## config.mk

```make
export PLATFORM = sky130hd
export DESIGN_NAME = multichannel_square_tone_synth_unit
export DESIGN_NICKNAME = d
export VERILOG_FILES = /design/src/msts_pkg.sv /design/src/multichannel_square_tone_synth_unit.sv /design/src/msts_div.sv /design/src/msts_ctrl.sv /design/src/msts_dp.sv
export VERILOG_INCLUDE_DIRS = /design/src /design/src/src
export SDC_FILE = /design/constraint.sdc
export NUM_CORES = 2
export LEC_CHECK = 0
export ABC_CLOCK_PERIOD_IN_PS = 8300
export BUFFER_PORTS_ARGS = -buffer_cell sky130_fd_sc_hd__clkbuf_2
export CAP_MARGIN = 20
export CORE_ASPECT_RATIO = 0.9
export CORE_MARGIN = 10
export CORE_UTILIZATION = 55
export CTS_CLUSTER_DIAMETER = 60
export DETAILED_ROUTE_END_ITERATION = 8
export MAX_ROUTING_LAYER = met4
export PLACE_DENSITY_LB_ADDON = 0.12
export SYNTH_ARGS = -nofsm -noshare
export SYNTH_HDL_FRONTEND = slang
export SYNTH_SLANG_ARGS = --single-unit
```

## constraint.sdc

```tcl
create_clock -name clk -period 8.3 [get_ports clk]
set_clock_uncertainty 0.1 [all_clocks]
set_input_delay 0.83 -clock clk [delete_from_list [all_inputs] [get_ports clk]]
set_output_delay 0.83 -clock clk [all_outputs]
set_load 0.01 [all_outputs]
```

## src/multichannel_square_tone_synth_unit_defines.svh

```systemverilog
// Assertion macros used by the tone synth RTL (the sequencer, msts_ctrl).
// Checks compile out when SYNTHESIS is defined.
`ifndef MULTICHANNEL_SQUARE_TONE_SYNTH_UNIT_DEFINES_SVH
`define MULTICHANNEL_SQUARE_TONE_SYNTH_UNIT_DEFINES_SVH
`ifndef SYNTHESIS
// Antecedent implies consequent in the same cycle
`define MSTS_ASSERT_IMP(lbl, a, c, msg) \
    lbl: assert property (@(posedge clk) disable iff (!rst_n) (a) |-> (c)) else $error(msg);
// Antecedent implies consequent in the next cycle
`define MSTS_ASSERT_NXT(lbl, a, c, msg) \
    lbl: assert property (@(posedge clk) disable iff (!rst_n) (a) |=> (c)) else $error(msg);
`else
`define MSTS_ASSERT_IMP(lbl, a, c, msg)
`define MSTS_ASSERT_NXT(lbl, a, c, msg)
`endif
`endif

```

## src/msts_pkg.sv

```systemverilog
// Types, constants and the note frequency table of the tone synth.
// No dependencies.
`default_nettype none
package msts_pkg;

    typedef enum logic [1:0] {
        REQ_TICK = 2'd0,
        REQ_PLAY = 2'd1,
        REQ_STOP = 2'd2,
        REQ_TONE = 2'd3
    } req_t;

    typedef enum logic [1:0] {
        CFG_MODE  = 2'd0,
        CFG_WIDTH = 2'd1,
        CFG_RATE  = 2'd2
    } cfg_idx_t;

    typedef enum logic [2:0] {
        OP_NOP    = 3'd0,
        OP_LATCH  = 3'd1,
        OP_QSTART = 3'd2,
        OP_SSTART = 3'd3,
        OP_DSTART = 3'd4,
        OP_APPLY  = 3'd5,
        OP_WALK   = 3'd6,
        OP_EMIT   = 3'd7
    } dp_op_t;

    typedef struct packed {
        dp_op_t op;
        logic   idle;
    } dp_cmd_t;

    typedef struct packed {
        logic in_valid;
        req_t req;
        logic ch_ok;
        logic tone_pend;
        logic div_done;
        logic walk_last;
        logic out_free;
    } dp_stat_t;

    localparam int RATE_W = 18;
    localparam int DIV_W  = 34;
    localparam logic [RATE_W-1:0] RATE_RESET  = 18'd22050;
    localparam logic [7:0]        WIDTH_RESET = 8'd128;
    // Divide by 1000 for x below 2^34: ((x >> 3) * MS_RECIP) >> MS_SHIFT
    localparam logic [31:0]       MS_RECIP    = 32'd2199023256;
    localparam int                MS_SHIFT    = 38;
    localparam logic [DIV_W-1:0]  PHASE_FULL  = 34'h1_0000_0000;
    localparam logic [31:0]       ENDLESS     = 32'hffff_ffff;
    localparam logic [7:0]        LEVEL_MAX   = 8'd255;
    localparam logic [7:0]        PIN_HIGH    = 8'd128;

    localparam logic [15:0] NOTE_HZ [128] = '{
        16'd16, 16'd17, 16'd18, 16'd19, 16'd21, 16'd22, 16'd23, 16'd24,
        16'd26, 16'd28, 16'd29, 16'd31, 16'd33, 16'd35, 16'd37, 16'd39,
        16'd41, 16'd44, 16'd46, 16'd49, 16'd52, 16'd55, 16'd58, 16'd62,
        16'd65, 16'd69, 16'd73, 16'd78, 16'd82, 16'd87, 16'd92, 16'd98,
        16'd104, 16'd110, 16'd117, 16'd123, 16'd131, 16'd139, 16'd147, 16'd156,
        16'd165, 16'd175, 16'd185, 16'd196, 16'd208, 16'd220, 16'd233, 16'd247,
        16'd262, 16'd277, 16'd294, 16'd311, 16'd330, 16'd349, 16'd370, 16'd392,
        16'd415, 16'd440, 16'd466, 16'd494, 16'd523, 16'd554, 16'd587, 16'd622,
        16'd659, 16'd698, 16'd740, 16'd784, 16'd831, 16'd880, 16'd932, 16'd988,
        16'd1047, 16'd1109, 16'd1175, 16'd1245, 16'd1319, 16'd1397, 16'd1480,
        16'd1568, 16'd1661, 16'd1760, 16'd1865, 16'd1976, 16'd2093, 16'd2217,
        16'd2349, 16'd2489, 16'd2637, 16'd2794, 16'd2960, 16'd3136, 16'd3322,
        16'd3520, 16'd3729, 16'd3951, 16'd4186, 16'd4435, 16'd4699, 16'd4978,
        16'd5274, 16'd5588, 16'd5920, 16'd6272, 16'd6645, 16'd7040, 16'd7459,
        16'd7902, 16'd8372, 16'd8870, 16'd9397, 16'd9956, 16'd10548, 16'd11175,
        16'd11840, 16'd12544, 16'd13290, 16'd14080, 16'd14917, 16'd15804,
        16'd16744, 16'd17740, 16'd18795, 16'd19912, 16'd21096, 16'd22351,
        16'd23680, 16'd25088
    };

endpackage
`default_nettype wire

```

## src/multichannel_square_tone_synth_unit.sv

```systemverilog
// Multichannel square tone synth, top level.
// Input words carry a request: sample tick, play note, stop note or tone on
// the last channel. Each tick gives one output word (sample); other requests
// give none. Both channels use valid/stall; config is a plain write port.
// After acceptance, a tick walks the channels one per cycle, then delivers
// its sample through the output register; stop is applied at acceptance;
// play runs the divider twice; tone runs the same two divider runs, then a
// reciprocal multiply for the length in ticks.
// Play and tone share the one bit-serial divider. One word is in work at a
// time; in_stall is high until the sequencer is idle again.
// A tick whose sample finds the output register still held waits until the
// receiver takes the earlier word; in_stall stays high meanwhile.
// Reset clears all channels, the level and the output; config returns to
// square mode, width 128 and 22050 Hz.
// Depends on msts_pkg, msts_ctrl, msts_dp and msts_div.
`default_nettype none
module multichannel_square_tone_synth_unit #(
    parameter int CHANNELS = 4
) (
    input  wire logic                       clk,
    input  wire logic                       rst_n,
    input  wire logic                       cfg_we,
    input  wire logic [1:0]                 cfg_index,
    input  wire logic [msts_pkg::RATE_W-1:0] cfg_data,
    input  wire logic                       in_valid,
    output logic                            in_stall,
    input  wire logic [1:0]                 req_type,
    input  wire logic [3:0]                 channel,
    input  wire logic [6:0]                 note,
    input  wire logic [15:0]                tone_freq,
    input  wire logic [15:0]                tone_ms,
    output logic                            out_valid,
    input  wire logic                       out_stall,
    output logic [7:0]                      sample
);
    import msts_pkg::*;

    dp_cmd_t  cmd;
    dp_stat_t st;

    msts_ctrl u_ctrl (
        .clk   (clk),
        .rst_n (rst_n),
        .st    (st),
        .cmd   (cmd)
    );

    msts_dp #(
        .CHANNELS (CHANNELS)
    ) u_dp (
        .clk       (clk),
        .rst_n     (rst_n),
        .cmd       (cmd),
        .st        (st),
        .cfg_we    (cfg_we),
        .cfg_index (cfg_index),
        .cfg_data  (cfg_data),
        .in_valid  (in_valid),
        .req_type  (req_type),
        .channel   (channel),
        .note      (note),
        .tone_freq (tone_freq),
        .tone_ms   (tone_ms),
        .out_valid (out_valid),
        .out_stall (out_stall),
        .sample    (sample)
    );

    // Input taken only while the sequencer is idle
    assign in_stall = !cmd.idle;

endmodule
`default_nettype wire

```

## src/msts_div.sv

```systemverilog
// Restoring divider, one quotient bit per cycle.
// Depends on msts_pkg for widths.
`default_nettype none
module msts_div (
    input  wire logic                       clk,
    input  wire logic                       rst_n,
    input  wire logic                       start,
    input  wire logic [msts_pkg::DIV_W-1:0]  dividend,
    input  wire logic [msts_pkg::RATE_W-1:0] divisor,
    output logic                            done,
    output logic [msts_pkg::DIV_W-1:0]       quotient
);
    import msts_pkg::*;

    localparam int CNT_W = $clog2(DIV_W + 1);

    logic [DIV_W-1:0]  quo_reg, quo_next;
    logic [RATE_W-1:0] rem_reg, rem_next;
    logic [RATE_W-1:0] dsr_reg;
    logic [CNT_W-1:0]  cnt_reg, cnt_next;
    logic [RATE_W:0]   trial;
    logic [RATE_W:0]   diff;

    // One shift-subtract step
    always_comb
    begin
        trial    = {rem_reg, quo_reg[DIV_W-1]};
        diff     = trial - {1'b0, dsr_reg};
        quo_next = {quo_reg[DIV_W-2:0], 1'b0};
        rem_next = trial[RATE_W-1:0];
        cnt_next = cnt_reg;
        if (cnt_reg != '0)
        begin
            cnt_next = cnt_reg - CNT_W'(1);
            if (trial >= {1'b0, dsr_reg})
            begin
                rem_next    = diff[RATE_W-1:0];
                quo_next[0] = 1'b1;
            end
        end
    end

    always_ff @(posedge clk or negedge rst_n)
    begin
        if (!rst_n)
        begin
            cnt_reg <= '0;
        end
        else if (start)
        begin
            cnt_reg <= CNT_W'(DIV_W);
        end
        else
        begin
            cnt_reg <= cnt_next;
        end
    end

    always_ff @(posedge clk)
    begin
        if (start)
        begin
            quo_reg <= dividend;
            rem_reg <= '0;
            dsr_reg <= divisor;
        end
        else if (cnt_reg != '0)
        begin
            quo_reg <= quo_next;
            rem_reg <= rem_next;
        end
    end

    assign done     = (cnt_reg == CNT_W'(1));
    assign quotient = quo_reg;

endmodule
`default_nettype wire

```

## src/msts_ctrl.sv

```systemverilog
// Sequencer of the tone synth: steps the datapath through requests.
// Depends on msts_pkg and the assertion macro header.
`default_nettype none
`include "multichannel_square_tone_synth_unit_defines.svh"
module msts_ctrl (
    input  wire logic               clk,
    input  wire logic               rst_n,
    input  wire msts_pkg::dp_stat_t st,
    output msts_pkg::dp_cmd_t       cmd
);
    import msts_pkg::*;

    typedef enum logic [9:0] {
        S_IDLE   = 10'b00_0000_0001,
        S_QSTART = 10'b00_0000_0010,
        S_QWAIT  = 10'b00_0000_0100,
        S_SSTART = 10'b00_0000_1000,
        S_SWAIT  = 10'b00_0001_0000,
        S_DSTART = 10'b00_0010_0000,
        S_DWAIT  = 10'b00_0100_0000,
        S_APPLY  = 10'b00_1000_0000,
        S_WALK   = 10'b01_0000_0000,
        S_EMIT   = 10'b10_0000_0000
    } state_t;

    state_t state_reg, state_next;

    // Next state and command decode
    always_comb
    begin
        state_next = state_reg;
        cmd.op     = OP_NOP;
        cmd.idle   = 1'b0;
        unique case (state_reg)
            S_IDLE:
            begin
                cmd.idle = 1'b1;
                if (st.in_valid)
                begin
                    cmd.op = OP_LATCH;
                    unique case (st.req)
                        REQ_TICK: state_next = S_WALK;
                        REQ_PLAY: state_next = st.ch_ok ? S_QSTART : S_IDLE;
                        REQ_STOP: state_next = S_IDLE;
                        REQ_TONE: state_next = S_QSTART;
                        default:  state_next = S_IDLE;
                    endcase
                end
            end
            S_QSTART:
            begin
                cmd.op     = OP_QSTART;
                state_next = S_QWAIT;
            end
            S_QWAIT:
            begin
                if (st.div_done)
                    state_next = S_SSTART;
            end
            S_SSTART:
            begin
                cmd.op     = OP_SSTART;
                state_next = S_SWAIT;
            end
            S_SWAIT:
            begin
                if (st.div_done)
                    state_next = st.tone_pend ? S_DSTART : S_APPLY;
            end
            S_DSTART:
            begin
                cmd.op     = OP_DSTART;
                state_next = S_DWAIT;
            end
            S_DWAIT:
            begin
                // duration product register settles
                state_next = S_APPLY;
            end
            S_APPLY:
            begin
                cmd.op     = OP_APPLY;
                state_next = S_IDLE;
            end
            S_WALK:
            begin
                cmd.op = OP_WALK;
                if (st.walk_last)
                    state_next = S_EMIT;
            end
            S_EMIT:
            begin
                cmd.op = OP_EMIT;
                if (st.out_free)
                    state_next = S_IDLE;
            end
            default:
            begin
                state_next = S_IDLE;
            end
        endcase
    end

    always_ff @(posedge clk or negedge rst_n)
    begin
        if (!rst_n)
            state_reg <= S_IDLE;
        else
            state_reg <= state_next;
    end

    `MSTS_ASSERT_NXT(a_walk_runs, (state_reg == S_WALK) && !st.walk_last, state_reg == S_WALK, "walk ended early")
    `MSTS_ASSERT_IMP(a_done_waits, st.div_done, (state_reg == S_QWAIT) || (state_reg == S_SWAIT) || (state_reg == S_DWAIT), "divider done outside a wait state")
    `MSTS_ASSERT_NXT(a_emit_idle, (state_reg == S_EMIT) && st.out_free, state_reg == S_IDLE, "emit did not return to idle")

endmodule
`default_nettype wire

```

## src/msts_dp.sv

```systemverilog
// Datapath of the tone synth: channel state, config, divider and output word.
// Depends on msts_pkg and msts_div.
`default_nettype none
module msts_dp #(
    parameter int CHANNELS = 4
) (
    input  wire logic                       clk,
    input  wire logic                       rst_n,
    input  wire msts_pkg::dp_cmd_t          cmd,
    output msts_pkg::dp_stat_t              st,
    input  wire logic                       cfg_we,
    input  wire logic [1:0]                 cfg_index,
    input  wire logic [msts_pkg::RATE_W-1:0] cfg_data,
    input  wire logic                       in_valid,
    input  wire logic [1:0]                 req_type,
    input  wire logic [3:0]                 channel,
    input  wire logic [6:0]                 note,
    input  wire logic [15:0]                tone_freq,
    input  wire logic [15:0]                tone_ms,
    output logic                            out_valid,
    input  wire logic                       out_stall,
    output logic [7:0]                      sample
);
    import msts_pkg::*;

    localparam int CH_W = (CHANNELS > 1) ? $clog2(CHANNELS) : 1;
    localparam logic [CH_W-1:0] LAST_CH = CH_W'(CHANNELS - 1);
    localparam logic [7:0] EACH = 8'(128 - 8 * CHANNELS);

    // Config registers
    logic              mode_reg;
    logic [7:0]        width_reg;
    logic [RATE_W-1:0] rate_reg;

    // Channel state
    logic [31:0] phase_acc_reg  [CHANNELS];
    logic [31:0] phase_step_reg [CHANNELS];
    logic [31:0] ticks_left_reg [CHANNELS];
    logic [7:0]  level_reg;

    // Request working registers
    logic              tone_reg;
    logic [CH_W-1:0]   ch_reg;
    logic [15:0]       hz_reg;
    logic [DIV_W-1:0]  prod_reg;
    logic [62:0]       dur_mul_reg;
    logic              zero_reg;
    logic [31:0]       step_hold_reg;
    logic [CH_W-1:0]   idx_reg;
    logic [7:0]        sum_reg;
    logic [7:0]        pend_reg;
    logic              out_valid_reg;
    logic [7:0]        sample_reg;

    // Divider
    logic              div_start;
    logic [DIV_W-1:0]  div_dividend;
    logic [RATE_W-1:0] div_divisor;
    logic              div_done;
    logic [DIV_W-1:0]  quot;

    logic        ch_ok;
    logic [31:0] w_acc;
    logic [31:0] w_step;
    logic [31:0] w_ticks;
    logic [32:0] w_sum;
    logic        w_active;
    logic [8:0]  sum_add;
    logic        out_free;
    logic [CH_W-1:0] apply_ch;
    logic [31:0]     apply_step;
    logic [31:0]     dur_ticks;

    assign ch_ok = (channel < 4'(CHANNELS));

    // Tone length in ticks: rate * ms / 1000 by reciprocal multiply
    assign dur_ticks = 32'(dur_mul_reg[62:MS_SHIFT]);

    // Divider operand select
    always_comb
    begin
        div_start    = 1'b0;
        div_dividend = PHASE_FULL;
        div_divisor  = quot[RATE_W-1:0];
        case (cmd.op)
            OP_QSTART:
            begin
                div_start    = 1'b1;
                div_dividend = DIV_W'(rate_reg);
                div_divisor  = RATE_W'(hz_reg);
            end
            OP_SSTART:
            begin
                div_start = 1'b1;
            end
            default:
            begin
                div_start = 1'b0;
            end
        endcase
    end

    msts_div u_div (
        .clk      (clk),
        .rst_n    (rst_n),
        .start    (div_start),
        .dividend (div_dividend),
        .divisor  (div_divisor),
        .done     (div_done),
        .quotient (quot)
    );

    // Channel under the walk
    always_comb
    begin
        w_acc    = phase_acc_reg[idx_reg];
        w_step   = phase_step_reg[idx_reg];
        w_ticks  = ticks_left_reg[idx_reg];
        w_active = (w_ticks != '0);
        w_sum    = {1'b0, w_acc} + {1'b0, w_step};
        sum_add  = {1'b0, sum_reg} + {1'b0, EACH};
        apply_ch = tone_reg ? LAST_CH : ch_reg;
        apply_step = zero_reg ? '0 : (tone_reg ? step_hold_reg : quot[31:0]);
    end

    assign out_free = !out_valid_reg || !out_stall;

    // Config writes
    always_ff @(posedge clk or negedge rst_n)
    begin
        if (!rst_n)
        begin
            mode_reg  <= 1'b0;
            width_reg <= WIDTH_RESET;
            rate_reg  <= RATE_RESET;
        end
        else if (cfg_we)
        begin
            case (cfg_index)
                CFG_MODE:  mode_reg  <= cfg_data[0];
                CFG_WIDTH: width_reg <= cfg_data[7:0];
                CFG_RATE:  rate_reg  <= cfg_data;
                default:   mode_reg  <= mode_reg;
            endcase
        end
    end

    // Channel state and level
    always_ff @(posedge clk or negedge rst_n)
    begin
        if (!rst_n)
        begin
            for (int i = 0; i < CHANNELS; i++)
            begin
                phase_acc_reg[i]  <= '0;
                phase_step_reg[i] <= '0;
                ticks_left_reg[i] <= '0;
            end
            level_reg <= '0;
        end
        else
        begin
            case (cmd.op)
                OP_LATCH:
                begin
                    if (req_t'(req_type) == REQ_STOP && ch_ok)
                    begin
                        phase_acc_reg[channel[CH_W-1:0]]  <= '0;
                        phase_step_reg[channel[CH_W-1:0]] <= '0;
                    end
                    if (req_t'(req_type) == REQ_TICK && mode_reg && level_reg != '0)
                        level_reg <= level_reg - 8'd1;
                end
                OP_APPLY:
                begin
                    phase_acc_reg[apply_ch]  <= '0;
                    phase_step_reg[apply_ch] <= apply_step;
                    ticks_left_reg[apply_ch] <= tone_reg ? dur_ticks : ENDLESS;
                end
                OP_WALK:
                begin
                    if (w_active)
                    begin
                        if (w_ticks != ENDLESS)
                            ticks_left_reg[idx_reg] <= w_ticks - 32'd1;
                        phase_acc_reg[idx_reg] <= w_sum[31:0];
                        if (mode_reg && w_sum[32])
                            level_reg <= width_reg;
                    end
                end
                OP_EMIT:
                begin
                    if (!mode_reg)
                        level_reg <= sum_reg;
                end
                default:
                begin
                    level_reg <= level_reg;
                end
            endcase
        end
    end

    // Request working registers
    always_ff @(posedge clk)
    begin
        case (cmd.op)
            OP_LATCH:
            begin
                tone_reg <= (req_t'(req_type) == REQ_TONE);
                ch_reg   <= channel[CH_W-1:0];
                hz_reg   <= (req_t'(req_type) == REQ_TONE) ? tone_freq : NOTE_HZ[note];
                prod_reg <= DIV_W'(rate_reg) * DIV_W'(tone_ms);
                idx_reg  <= '0;
                sum_reg  <= '0;
                pend_reg <= mode_reg ? ((level_reg != '0) ? PIN_HIGH : 8'd0) : level_reg;
            end
            OP_SSTART:
            begin
                zero_reg <= (hz_reg == '0) || (quot == '0);
            end
            OP_DSTART:
            begin
                step_hold_reg <= quot[31:0];
                dur_mul_reg   <= 63'(prod_reg[DIV_W-1:3]) * 63'(MS_RECIP);
            end
            OP_WALK:
            begin
                if (idx_reg != LAST_CH)
                    idx_reg <= idx_reg + CH_W'(1);
                if (!mode_reg && w_active && (w_sum[31:0] > {width_reg, 24'd0}))
                    sum_reg <= sum_add[8] ? LEVEL_MAX : sum_add[7:0];
            end
            default:
            begin
                sum_reg <= sum_reg;
            end
        endcase
    end

    // Output word register
    always_ff @(posedge clk or negedge rst_n)
    begin
        if (!rst_n)
            out_valid_reg <= 1'b0;
        else if (cmd.op == OP_EMIT && out_free)
            out_valid_reg <= 1'b1;
        else if (!out_stall)
            out_valid_reg <= 1'b0;
    end

    always_ff @(posedge clk)
    begin
        if (cmd.op == OP_EMIT && out_free)
            sample_reg <= pend_reg;
    end

    assign out_valid = out_valid_reg;
    assign sample    = sample_reg;

    // Status back to the sequencer
    always_comb
    begin
        st.in_valid  = in_valid;
        st.req       = req_t'(req_type);
        st.ch_ok     = ch_ok;
        st.tone_pend = tone_reg;
        st.div_done  = div_done;
        st.walk_last = (idx_reg == LAST_CH);
        st.out_free  = out_free;
    end

endmodule
`default_nettype wire

```

==> metrics.txt <==
outcome=completed; Initial Util=0.556; vias in the first global route=39500; M1 wire length=65.2 mm; Syn Nets=between 6000 and 7000; Post-Synth Simple-Gate Area=0.114; most common cell in the synthesized netlist=inv_1; hold buffer count at cts=0; EDFF count, synth=186; final wirelength=141 mm; setup bufs post-CTS=0; area delta synth->final=7.79%; f_max=132 MHz; FF+latch count, synth=640; DRT iter0 DRCs=3196; FP Rows=about 110; Ys Warns=0; asr flop ratio synth=0.681; register area share after synthesis=0.308; routed wl met2=64.8 mm; top sig layer=met4; Crit path arrival time=7.95 ns; Final HPWL DP=between 100 and 150 mm; Worst setup SP type=flop; Max-slew headroom=0.309; Synth Area in XOR/XNOR=0.0220; Die H=320 µm; delay of the slowest critical-path stage=between 0.7 and 0.8 ns; routability cong.=0.950; cell taking the most area after synthesis=dfrtp_1; GRT overflow=0; # resized after CTS=0; Synth Area in Compound Gates=0.104; setup TNS=0 ns; first-pass GRT wire length=226 mm; initial antenna violation count=8; CTS Buffer Depth=3; GRT Total Usage=0.256; Tcrit/Tclk final=0.910; Clock Sinks=640; critical path data required time=8.69 ns; IO Count=80; Max-Cap Viols=0; via count=39100; drc violations=0; core box area=approximately 99000 µm²; kind of critical path=flop to flop; CP dominant cell by count=fa_1; DR pass1 iterations=5; most frequent cells after synthesis=inv_1, nand2_1, ha_1; synthesized area=54800 µm²; Die Width=353 µm; Clock Latency Late Sink=around 0.63 ns; Least-Margin Pin Slew=roughly 1.0 ns; largest net degree at the start of global routing=113; largest cells by area after synthesis=dfrtp_1, fa_1, ha_1; number of buffers and inverters on the critical path=6; final number of hold-violating endpoints=0; TritonCTS clock tree=yes; WL per Instance=20.7 µm; Synth Instances=around 5400; Avg Inst Size Synth=10.2 µm²; Synth top area share=0.195; Worst-path clk slew=0.06 ns; crit end category=flop; number of buffers created by CTS=74; adder-cell share of the synthesized area=0.315; fraction of layout cells with a size suffix above 1=0.0958; met3 wire length=8.57 mm; largest family of logic cells by synthesized area=adder cells; Post-synth top flop=dfrtp_1; fin. max-slew vios=0; crit-path leading delay family=adder cells; multiplexer area fraction after synthesis=0.0600; Tmin final=7.55 ns; vias per cell=5.76; CP Max Fanout=10; H-tree Lvls=3; Min-Delay Path Class=primary input to asynchronous set/reset pin; Routed Antenna Nets=0; unique cell type count in the Yosys netlist=81; fin nets=6541; Setup violations, final=0; Root Buffer=clkbuf_16; RSZ-0062 raised after global routing=no; Slowest-stage cell, CP=edfxtp_1; Die Footprint=approximately 110000 µm²; IO Port Bufs=between 70 and 80
[cells by family (layout without fill, tap and decap cells)]
family / after synthesis / after routing
compound gates: 958 / 958
xor+xnor: 138 / 138
fa+ha+maj: 1074 / 1074
buf+inv: 1100 / 1160
flops: 640 / 640
mux: 198 / 198
other cells: 0 / 4
simple gates: 1289 / 1289
[through the flow]
step                      utilization  setup WS [ns]  cells  area [µm²]  hold slack [ns]
after floorplan                     -          0.930   5397       54800            0.300
after global placement          0.574          0.829   6651       56600            0.302
after detailed placement        0.574          0.690   6651       56600            0.305
after CTS                       0.599          0.739   6787       59100            0.207
after global routing            0.599          0.137   6793       59100            0.242
final                           0.599          0.747   6793       59100            0.164
[final timing paths]
check                                   from  slack, ns                        to  cells past startpoint
min reg2reg                 u_dp.pend_reg[0]       0.32            u_dp.sample[0]                      0
max                        u_dp.prod_reg[25]       0.75      u_dp.dur_mul_reg[51]                     25
max reg2reg                u_dp.prod_reg[25]       0.75      u_dp.dur_mul_reg[51]                     25
min in group clk            u_dp.pend_reg[0]       0.32            u_dp.sample[0]                      0
min                                    rst_n       0.16  u_dp.ticks_left_reg[111]                      1
max in group asynchronous              rst_n       5.85    u_dp.phase_acc_reg[76]                      3
[layer usage]
layer  vias to the layer above  track usage
li1                      18100            -
met1                     19800        0.363
met2                      1116        0.395
met3                       161       0.0361
met4                         0       0.0510
met5                         -            -
[placed cells by master (no fill, tap or decap), types with 54 or more instances in the layout]
cell       instances
buf_4             80
clkbuf_2          78
mux2i_1           54
ha_1             563
and2_1           121
mux4_2           100
edfxtp_1         186
nand2_1          570
fa_1             511
a21o_1            63
dfrtp_1          428
clkbuf_16         75
nor3_1           112
o21ai_0          395
xnor2_1           89
a21oi_1          234
inv_1            861
nor2_1           153
[final cells by class]
cell class	instances	area, µm²
Sequential cell	640	16900
Clock buffer	104	2100
Clock inverter	32	383
Timing Repair Buffer	161	1040
Fill cell	8405	39500
Tap cell	1332	1670
Multi-Input combinational cell	3657	33800
Antenna cell	4	10.0
Inverter	863	3240
Power is left out: the tool's default activity adds up to more than one toggle a clock period on the data nets, which glitch-free logic cannot reach.
